`src/rtl/assert_macros.svh`:
```
// Assertion helpers shared by the RTL.
// All checks are sampled on aclk and are off while aresetn is low.
`ifndef ASSERT_MACROS_SVH
`define ASSERT_MACROS_SVH

// Same-cycle implication
`define ASSERT_IMP(lbl, ante, cons, msg) \
    lbl: assert property (@(posedge aclk) disable iff (!aresetn) (ante) |-> (cons)) \
        else $error(msg);

// Next-cycle implication
`define ASSERT_NXT(lbl, ante, cons, msg) \
    lbl: assert property (@(posedge aclk) disable iff (!aresetn) (ante) |=> (cons)) \
        else $error(msg);

`endif

```
`src/rtl/itd_pkg.sv`:
```
// ----------------------------------------------------------------------------
// itd_pkg
// Shared types, constants and the shift-add-3 step for the integer-to-decimal
// text converter.
// ----------------------------------------------------------------------------
package itd_pkg;

    localparam int VALUE_W      = 32;
    localparam int CHAR_W       = 8;
    localparam int DIGITS       = 10;
    localparam int BCD_W        = 4 * DIGITS;
    localparam int IDX_W        = 4;
    localparam int STEPS_STAGE  = 8;
    localparam int DAB_STAGES   = VALUE_W / STEPS_STAGE;

    localparam logic [CHAR_W-1:0] ASCII_ZERO  = 8'd48;
    localparam logic [CHAR_W-1:0] ASCII_MINUS = 8'd45;

    // Conversion word in flight: sign, BCD accumulator, binary bits left
    typedef struct packed {
        logic               neg;
        logic [BCD_W-1:0]   bcd;
        logic [VALUE_W-1:0] bin;
    } dab_t;

    // One double-dabble step: correct every digit of five or more, then shift
    function automatic dab_t dabble_step(input dab_t d);
        dab_t       r;
        logic [3:0] dig;
        r = d;
        for (int i = 0; i < DIGITS; i++) begin
            dig = r.bcd[4*i +: 4];
            if (dig >= 4'd5) begin
                r.bcd[4*i +: 4] = dig + 4'd3;
            end
        end
        {r.bcd, r.bin} = {r.bcd[BCD_W-2:0], r.bin, 1'b0};
        return r;
    endfunction

    // Index of the highest nonzero digit; zero for a value of zero
    function automatic logic [IDX_W-1:0] top_digit(input logic [BCD_W-1:0] bcd);
        logic [IDX_W-1:0] top;
        top = '0;
        for (int i = 1; i < DIGITS; i++) begin
            if (bcd[4*i +: 4] != 4'd0) begin
                top = IDX_W'(i);
            end
        end
        return top;
    endfunction

endpackage

```
`src/rtl/itd_sign.sv`:
```
// ----------------------------------------------------------------------------
// itd_sign
// First pipeline stage: split the input into sign and unsigned magnitude.
// ----------------------------------------------------------------------------
module itd_sign (
    input  logic                                aclk,
    input  logic                                aresetn,
    input  logic                                in_valid,
    output logic                                in_ready,
    input  logic signed [itd_pkg::VALUE_W-1:0]  in_value,
    output logic                                out_valid,
    input  logic                                out_ready,
    output itd_pkg::dab_t                       out_data
);
    import itd_pkg::*;

    logic valid_reg;
    dab_t data_reg;
    dab_t data_next;

    assign in_ready  = !valid_reg || out_ready;
    assign out_valid = valid_reg;
    assign out_data  = data_reg;

    // Form the magnitude as unsigned so the most negative value stays exact
    always_comb begin
        data_next.neg = in_value[VALUE_W-1];
        data_next.bcd = '0;
        data_next.bin = in_value[VALUE_W-1] ? (VALUE_W'(0) - VALUE_W'(in_value))
                                            : VALUE_W'(in_value);
    end

    // Hold valid until the next stage takes the word
    always_ff @(posedge aclk) begin
        if (!aresetn) begin
            valid_reg <= 1'b0;
        end else if (in_ready) begin
            valid_reg <= in_valid;
        end
    end

    always_ff @(posedge aclk) begin
        if (in_ready && in_valid) begin
            data_reg <= data_next;
        end
    end

endmodule

```
`src/rtl/itd_dabble.sv`:
```
// ----------------------------------------------------------------------------
// itd_dabble
// One binary-to-BCD pipeline stage: eight shift-add-3 steps, then a register.
// ----------------------------------------------------------------------------
module itd_dabble (
    input  logic          aclk,
    input  logic          aresetn,
    input  logic          in_valid,
    output logic          in_ready,
    input  itd_pkg::dab_t in_data,
    output logic          out_valid,
    input  logic          out_ready,
    output itd_pkg::dab_t out_data
);
    import itd_pkg::*;

    logic valid_reg;
    dab_t data_reg;
    dab_t data_next;

    assign in_ready  = !valid_reg || out_ready;
    assign out_valid = valid_reg;
    assign out_data  = data_reg;

    // Run this stage's share of the conversion steps
    always_comb begin
        data_next = in_data;
        for (int s = 0; s < STEPS_STAGE; s++) begin
            data_next = dabble_step(data_next);
        end
    end

    always_ff @(posedge aclk) begin
        if (!aresetn) begin
            valid_reg <= 1'b0;
        end else if (in_ready) begin
            valid_reg <= in_valid;
        end
    end

    always_ff @(posedge aclk) begin
        if (in_ready && in_valid) begin
            data_reg <= data_next;
        end
    end

endmodule

```
`src/rtl/itd_serial.sv`:
```
// ----------------------------------------------------------------------------
// itd_serial
// Output stage: emit the sign and the significant digits one transfer at a
// time, most significant first, flagging the final character.
// ----------------------------------------------------------------------------
module itd_serial (
    input  logic                         aclk,
    input  logic                         aresetn,
    input  logic                         in_valid,
    output logic                         in_ready,
    input  itd_pkg::dab_t                in_data,
    output logic                         m_valid,
    input  logic                         m_ready,
    output logic [itd_pkg::CHAR_W-1:0]   m_character,
    output logic                         m_last
);
    import itd_pkg::*;

    logic                 busy_reg;
    logic                 minus_reg;
    logic [IDX_W-1:0]     idx_reg;
    logic [BCD_W-1:0]     bcd_reg;
    logic [3:0]           digit;
    logic                 done;

    // Current character comes straight from held state, stable under stall
    assign digit       = bcd_reg[4*idx_reg +: 4];
    assign m_valid     = busy_reg;
    assign m_last      = !minus_reg && (idx_reg == '0);
    assign m_character = minus_reg ? ASCII_MINUS : (ASCII_ZERO + CHAR_W'(digit));

    // Load the next number as soon as the final character transfers
    assign done     = busy_reg && m_ready && m_last;
    assign in_ready = !busy_reg || done;

    always_ff @(posedge aclk) begin
        if (!aresetn) begin
            busy_reg <= 1'b0;
        end else if (in_ready) begin
            busy_reg <= in_valid;
        end
    end

    // Advance through the sign, then the digits down to the units
    always_ff @(posedge aclk) begin
        if (in_ready && in_valid) begin
            bcd_reg   <= in_data.bcd;
            minus_reg <= in_data.neg;
            idx_reg   <= top_digit(in_data.bcd);
        end else if (busy_reg && m_ready) begin
            if (minus_reg) begin
                minus_reg <= 1'b0;
            end else if (idx_reg != '0) begin
                idx_reg <= idx_reg - IDX_W'(1);
            end
        end
    end

endmodule

```
`src/rtl/signed_int_to_decimal_ascii_top.sv`:
```
// Path: a number's first character is offered once it has passed the sign stage
// register, four conversion stage registers, then the output stage register.
// Throughput: one character per cycle while m_ready is high, 1 to 11 characters per
// number; the output stage serializer sets the rate, and a new number loads on the last transfer.
// Reset: synchronous active-low aresetn clears all valid flags.
// ----------------------------------------------------------------------------
// signed_int_to_decimal_ascii_top
// Converts a 32-bit two's complement integer to its decimal ASCII text.
// ----------------------------------------------------------------------------
`include "assert_macros.svh"

module signed_int_to_decimal_ascii_top (
    input  logic                                aclk,
    input  logic                                aresetn,
    input  logic                                s_valid,
    output logic                                s_ready,
    input  logic signed [itd_pkg::VALUE_W-1:0]  s_value,
    output logic                                m_valid,
    input  logic                                m_ready,
    output logic [itd_pkg::CHAR_W-1:0]          m_character,
    output logic                                m_last
);
    import itd_pkg::*;

    logic stg_valid [DAB_STAGES+1];
    logic stg_ready [DAB_STAGES+1];
    dab_t stg_data  [DAB_STAGES+1];

    // Sign and magnitude
    itd_sign u_sign (
        .aclk      (aclk),
        .aresetn   (aresetn),
        .in_valid  (s_valid),
        .in_ready  (s_ready),
        .in_value  (s_value),
        .out_valid (stg_valid[0]),
        .out_ready (stg_ready[0]),
        .out_data  (stg_data[0])
    );

    // Binary to BCD, eight bits per stage
    for (genvar g = 0; g < DAB_STAGES; g++) begin : g_dab
        itd_dabble u_dabble (
            .aclk      (aclk),
            .aresetn   (aresetn),
            .in_valid  (stg_valid[g]),
            .in_ready  (stg_ready[g]),
            .in_data   (stg_data[g]),
            .out_valid (stg_valid[g+1]),
            .out_ready (stg_ready[g+1]),
            .out_data  (stg_data[g+1])
        );
    end

    // Character serializer
    itd_serial u_serial (
        .aclk        (aclk),
        .aresetn     (aresetn),
        .in_valid    (stg_valid[DAB_STAGES]),
        .in_ready    (stg_ready[DAB_STAGES]),
        .in_data     (stg_data[DAB_STAGES]),
        .m_valid     (m_valid),
        .m_ready     (m_ready),
        .m_character (m_character),
        .m_last      (m_last)
    );

    // Classify the offered character
    logic char_is_minus;
    logic char_is_digit;
    logic char_is_lead;
    logic minus_xfer;

    assign char_is_minus = (m_character == ASCII_MINUS);
    assign char_is_digit = (m_character >= ASCII_ZERO) && (m_character <= ASCII_ZERO + 8'd9);
    assign char_is_lead  = char_is_digit && (m_character != ASCII_ZERO);
    assign minus_xfer    = m_valid && m_ready && char_is_minus;

    // Every offered character is a minus sign or a decimal digit
    `ASSERT_IMP(a_char_range, m_valid, char_is_minus || char_is_digit, "character out of range")

    // A minus sign never ends a number
    `ASSERT_IMP(a_minus_not_last, m_valid && char_is_minus, !m_last, "minus flagged last")

    // The digit after a minus sign follows at once and is never a leading zero
    `ASSERT_NXT(a_minus_then_digit, minus_xfer, m_valid && char_is_lead, "bad digit after minus")

endmodule

```
`config.mk`:
```
export PLATFORM = sky130hd
export DESIGN_NAME = signed_int_to_decimal_ascii_top
export DESIGN_NICKNAME = d
export VERILOG_FILES = /design/src/rtl/itd_pkg.sv /design/src/rtl/itd_sign.sv /design/src/rtl/itd_dabble.sv /design/src/rtl/itd_serial.sv /design/src/rtl/signed_int_to_decimal_ascii_top.sv
export VERILOG_INCLUDE_DIRS = /design/src /design/src/rtl
export SDC_FILE = /design/constraint.sdc
export NUM_CORES = 1
export LEC_CHECK = 0
export ABC_AREA = 1
export BUFFER_PORTS_ARGS = -buffer_cell sky130_fd_sc_hd__buf_2
export CELL_PAD_IN_SITES_DETAIL_PLACEMENT = 0
export CELL_PAD_IN_SITES_GLOBAL_PLACEMENT = 2
export CORE_ASPECT_RATIO = 0.5
export CORE_MARGIN = 10
export CORE_UTILIZATION = 38
export DETAILED_ROUTE_END_ITERATION = 12
export PLACE_DENSITY = 0.86
export SYNTH_ARGS = -nofsm -noshare
export SYNTH_HDL_FRONTEND = slang
export SYNTH_SLANG_ARGS = --single-unit
```
`constraint.sdc`:
```
create_clock -name aclk -period 5.89 [get_ports aclk]
set_clock_uncertainty 0.1 [all_clocks]
set_input_delay 1.178 -clock aclk [delete_from_list [all_inputs] [get_ports aclk]]
set_output_delay 1.178 -clock aclk [all_outputs]
set_load 0.05 [all_outputs]
```
# ---- Word level (Yosys, flattened, before mapping)
# Index checks and enable logic that the tools add are counted.
dict set report op_classes {
  addsub 268
  n_lt_le_gt_ge 265
  eq_ne 1
  shifts 1
  n_mux 282
  n_reduce_logical 36
}
# operator n
set op_table {}
lappend op_table {{>= comparator 4 x 3 -> 1 bit, second input constant} 255}
lappend op_table {{two-way mux 4 bit} 248}
lappend op_table {{adder 4 x 2 -> 4 bit, second input constant} 234}
lappend op_table {{two-way mux 3 bit} 26}
lappend op_table {{adder 3 x 2 -> 3 bit, second input constant} 21}
lappend op_table {{nonzero test 4 bit} 10}
lappend op_table {{indexed part select 40 x 7 -> 4 bit} 1}
lappend op_table {{subtractor 1 x 32 -> 32 bit, first input constant} 1}
lappend op_table {{two-way mux 31 bit} 1}
lappend op_table {{adder 1 x 2 -> 3 bit, second input constant} 9}
lappend op_table {{>= comparator 1 x 3 -> 1 bit, second input constant} 9}
lappend op_table {{logical AND 1 bit} 9}
lappend op_table {{two-way mux 8 bit} 1}
lappend op_table {{adder 6 x 4 -> 7 bit, first input constant} 1}
lappend op_table {{logical NOT 1 bit} 7}
lappend op_table {{logical OR 1 bit} 6}
lappend op_table {{logical NOT 4 bit} 1}
lappend op_table {{two-way mux 1 bit} 4}
lappend op_table {{two-way mux 2 bit} 2}
lappend op_table {{nonzero test 2 bit} 2}
lappend op_table {{subtractor 4 x 1 -> 4 bit, second input constant} 1}
lappend op_table {{adder 1 x 2 -> 3 bit, both inputs constant} 1}
lappend op_table {{>= comparator 1 x 3 -> 1 bit, both inputs constant} 1}
lappend op_table {{AND reduction 3 bit} 1}
lappend op_table {{inequality test 2 bit, second input constant} 1}
dict set report word_totals {
  register_bits 284
  inputBits 36
  out_inout_bits 11
  word_cells 877
}

# ---- Longest topological paths before layout
dict set report depth {
  depth_word 16
  depth_mapped 47
  ltp_nobuf 47
}

# ---- Cells and area by module
# A second synthesis with hierarchy kept.
dict set report unflattened {
  hier_cells 6934
  area_unflattened_um2 44310.0
}
# mod n_inst cells_per_inst area_each_um2 seq_area_each_um2
set by_module_without_submodules {}
lappend by_module_without_submodules {itd_dabble 4 1608 9944.5 1971.9}
lappend by_module_without_submodules {itd_sign 1 298 2389.8 1011.0}
lappend by_module_without_submodules {itd_serial 1 204 2142.1 1371.3}

# ---- Worst setup path before layout
# No wires, ideal clock.
dict set report synth_timing {
  kind {register -> register}
  from {register g_dab[2].u_dabble.data_reg (netlist bit g_dab[2].u_dabble.out_data[56])}
  to {register g_dab[3].u_dabble.data_reg (netlist bit g_dab[3].u_dabble.out_data[69]) (data pin)}
  setup_ns 0.260
  t_arrival_ns 5.044
  t_required_ns 5.530
  setup_slack_ns 0.486
  stages_incl_launch_ff 40
  path_buffers 0
  period_less_slack_ns 5.404
  path_cell_list {edfxtp_1 inv_1 ha_1 inv_1 nand2_1 nand3_2 nand3_1 inv_1 ha_1 nand2_1 nand3_2 nand2_1 nand3_2 nand2_2 nand2_1 nand2_1 ha_1 inv_1 (+4 left out) ha_1 a21oi_1 nand2_1 nand2_1 nand2_1 nand2_1 nand2_2 xor2_1 nand2_1 ha_1 o21bai_1 xnor2_1 inv_1 ha_1 inv_1 o21ai_1 nand2_1 xor2_1}
}
# element line_no
set synth_lines {}
lappend synth_lines {{start, declared} itd_dabble.sv:18} ;# dab_t data_reg;
lappend synth_lines {{start signal, assigned} itd_dabble.sv:43} ;# data_reg <= data_next;
lappend synth_lines {{end signal, assigned} itd_dabble.sv:43}
lappend synth_lines {{end, declared} itd_dabble.sv:18}

==> results.sh <==
export IMPL_synth_top_area_cell="edfxtp_1"
export IMPL_largest_register_ff_count=154
export IMPL_cts_sinks=238
export IMPL_hold_viol=0
export IMPL_cp_max_fo=5
export IMPL_grtUsageMet1_pct=16.0
export IMPL_die_area_um2=74600
export IMPL_routed_wl_um=45600
export IMPL_synth_most_common_cell="nand2_1"
export IMPL_cp_arrival_ns=5.64
export IMPL_fin_crit_ns=5.42
export IMPL_slowest_stage="edfxtp_1"
export IMPL_netlist_top_cells_count="nand2_1 (1051), inv_1 (545), nand3_1 (308)"
export IMPL_syn_inst=3407
export IMPL_clockRootBuffer="clkbuf_16"
export IMPL_cpPeakStageDelay_ns=0.44
export IMPL_status="finished, final reports clean"
export IMPL_final_max_slew_viol_count=0
export IMPL_busiest_layer="met2"
export IMPL_final_cell_area_um2=27100
export IMPL_synth_area_per_cell_um2=7.08
export IMPL_gp_congestion=0.770
export IMPL_antenna_found_initial=1
export IMPL_r2r_slack_ns=0.47
export IMPL_clk_pin_slew_ns=0.06
export IMPL_synth_edff_count=232
export IMPL_via_per_inst=4.67
export IMPL_place_ws_ns=-0.0783
export IMPL_drt_iter0_drc=806
export IMPL_die_height_um=198
export IMPL_fin_crit_sh_pct=92.0
export IMPL_synth_warnings=0
export IMPL_fin_ws_ns=0.473
export IMPL_synth_main_ff_cell="edfxtp_1"
export IMPL_h_tree_depth=1
export IMPL_grt_use_met3_pct=1.76
export IMPL_grt_max_degree=48
export IMPL_place_area_um2=25400
export IMPL_drv_cap=0
export IMPL_fp_dieW_um=376
export IMPL_drive_gt1_share_pct=20.6
export IMPL_synth_top_area_share_pct=28.9
export IMPL_grt_use_met2_pct=20.1
export IMPL_seq_area_frac_synth_pct=29.4
export IMPL_grt_pass1_vias=18533
export IMPL_synthArstFlopShare_pct=0
export IMPL_ys_types=53
export IMPL_via_count=20423
export IMPL_worst_pin_slew_ns=1.13
export IMPL_critPathCaptureType="flop"
export IMPL_hpwlAfterDp_um=36800
export IMPL_wl_per_cell_um=10.4
export IMPL_yosys_register_bits=238
export IMPL_fmax_ghz=0.185
export IMPL_rows=65
export IMPL_drc_errors=0
export IMPL_cts_tree="done"
export IMPL_grt_ovfl_total=0
export IMPL_critPathLaunch="g_dab[2].u_dabble.out_data[48]$_DFFE_PP_"
export IMPL_r2r_start="g_dab[2].u_dabble.out_data[48]$_DFFE_PP_"
export IMPL_portBuffers=43
export IMPL_synth_area_leaders="edfxtp_1 (29%), nand2_1 (16%), inv_1 (8.5%), ha_1 (7.3%), nand3_1 (6.4%)"
export IMPL_startpoint_type="flop"
export IMPL_detail_route_antenna_nets=0
export IMPL_area_growth_pct=12.4
export IMPL_cts_hold_buf=0
export IMPL_initial_core_util_pct=38.3
export IMPL_antenna_cells=0
export IMPL_crit_end="g_dab[3].u_dabble.out_data[49]$_DFFE_PP_"
export IMPL_core_um2=62900
export IMPL_r2r_end="g_dab[3].u_dabble.out_data[49]$_DFFE_PP_"
export IMPL_min_path_type="flop to flop"
export IMPL_dr_pass1_iters=5
export IMPL_setup_viol=0
export IMPL_worstPathRequired_ns=6.11
export IMPL_clk_latency_ns=0.57
export IMPL_io_pins=47
export IMPL_grt_pass1_wl_um=79600
export IMPL_nets=3688
export IMPL_final_util_pct=43.1
export IMPL_grt_usage_pct=11.8
export IMPL_synth_area_um2=24100
export IMPL_cts_buffers_inserted=26
export IMPL_critPathKind="flop to flop"
export IMPL_num_fill_cells=6524
export IMPL_max_slew_margin_pct=24.4
export IMPL_ctsLongestPathBuffers=3
export IMPL_r2r_cells=43
-- timing repair --
| item | in CTS | in global routing |
|---|---|---|
| cloned | 0 | 0 |
| endpoints found under the setup margin | 4 | 68 |
| resized for setup | 2 | 150 |
| pin swaps | 0 | 58 |
| endpoints found under the hold margin | 0 | 0 |
| setup buffers | 1 | 35 |
-- cell families after synthesis --
group / share of synthesized area [%]
buf+inv: 9.15
simple gates: 41.6
compound gates: 8.00
other cells: 0.0311
mux: 0.0415
fa+ha+maj: 7.26
flops: 29.4
xor+xnor: 4.56
-- per-stage QoR --
step / setup TNS [ns] / std cells / hold WS (ns)
finish: 0 / 4369 / 0.319
detailed placement: -0.159 / 4285 / 0.306
global route: -0.524 / 4369 / 0.326
global placement: 0 / 4285 / 0.301
floorplan: 0 / 3408 / 0.300
CTS: 0 / 4334 / 0.319
-- placed cells by master (no fill, tap or decap), types with 6 or more instances in the layout --
cell	count
or2_2	9
nand2_2	242
nor2_1	84
nand2_1	1015
o21bai_1	6
clkbuf_16	26
o21ai_1	31
dfxtp_1	6
edfxtp_1	232
a21o_1	30
nand3_1	275
nor3_1	9
inv_2	40
xor2_1	72
nand3b_1	22
a31o_2	15
xor2_2	18
xnor2_1	14
a21oi_1	38
clkinv_2	6
and2_1	15
nand2_4	28
o21ai_2	48
o22ai_1	12
inv_1	529
o21ai_0	77
nor4_1	14
buf_4	45
nand3_2	125
and2_4	20
nand3_4	17
ha_1	139
buf_2	43
o211ai_1	11
nand4_1	148
-- final cells by class --
cell class / count / area, um2 / area share, %
Clock buffer: 30 / 696 / 2.57
Tap cell: 837 / 1050 / 3.86
Multi-Input combinational cell: 2585 / 15400 / 56.9
Clock inverter: 18 / 144 / 0.531
Timing Repair Buffer: 88 / 553 / 2.04
Sequential cell: 238 / 7090 / 26.1
Inverter: 573 / 2150 / 7.93
-- critical path, delay by kind of cell (launching register included) --
family	cells	cell delay [ns]
fa+ha+maj	7	1.33
flops	1	0.44
simple gates	30	2.88
buf+inv	6	0.42
-- how the worst min path moves through the flow --
stage	start	endpoint	slack [ns]	cells past startpoint
CTS	u_sign.out_data[1]$_DFFE_PP_	g_dab[0].u_dabble.out_data[9]$_DFFE_PP_	0.32	0
finish	u_sign.out_data[18]$_DFFE_PP_	g_dab[0].u_dabble.out_data[26]$_DFFE_PP_	0.32	0
detailed placement	g_dab[0].u_dabble.out_data[21]$_DFFE_PP_	g_dab[1].u_dabble.out_data[29]$_DFFE_PP_	0.31	0
global placement	u_sign.out_data[22]$_DFFE_PP_	g_dab[0].u_dabble.out_data[30]$_DFFE_PP_	0.30	0
floorplan	u_sign.out_data[2]$_DFFE_PP_	g_dab[0].u_dabble.out_data[10]$_DFFE_PP_	0.30	0
global route	g_dab[3].u_dabble.out_data[35]$_DFFE_PP_	u_serial.bcd_reg[3]$_DFFE_PP_	0.33	0
-- metal layers --
metal	routed length (um)	share of wire, %	up-vias
met4	640	1.4	0
met1	23500	52	8863
met2	20300	45	114
li1	-	-	11407
met5	0	0	-
met3	1110	2.4	39
Power is left out: the tool's default activity adds up to more than one toggle a clock period on the data nets, which glitch-free logic cannot reach.
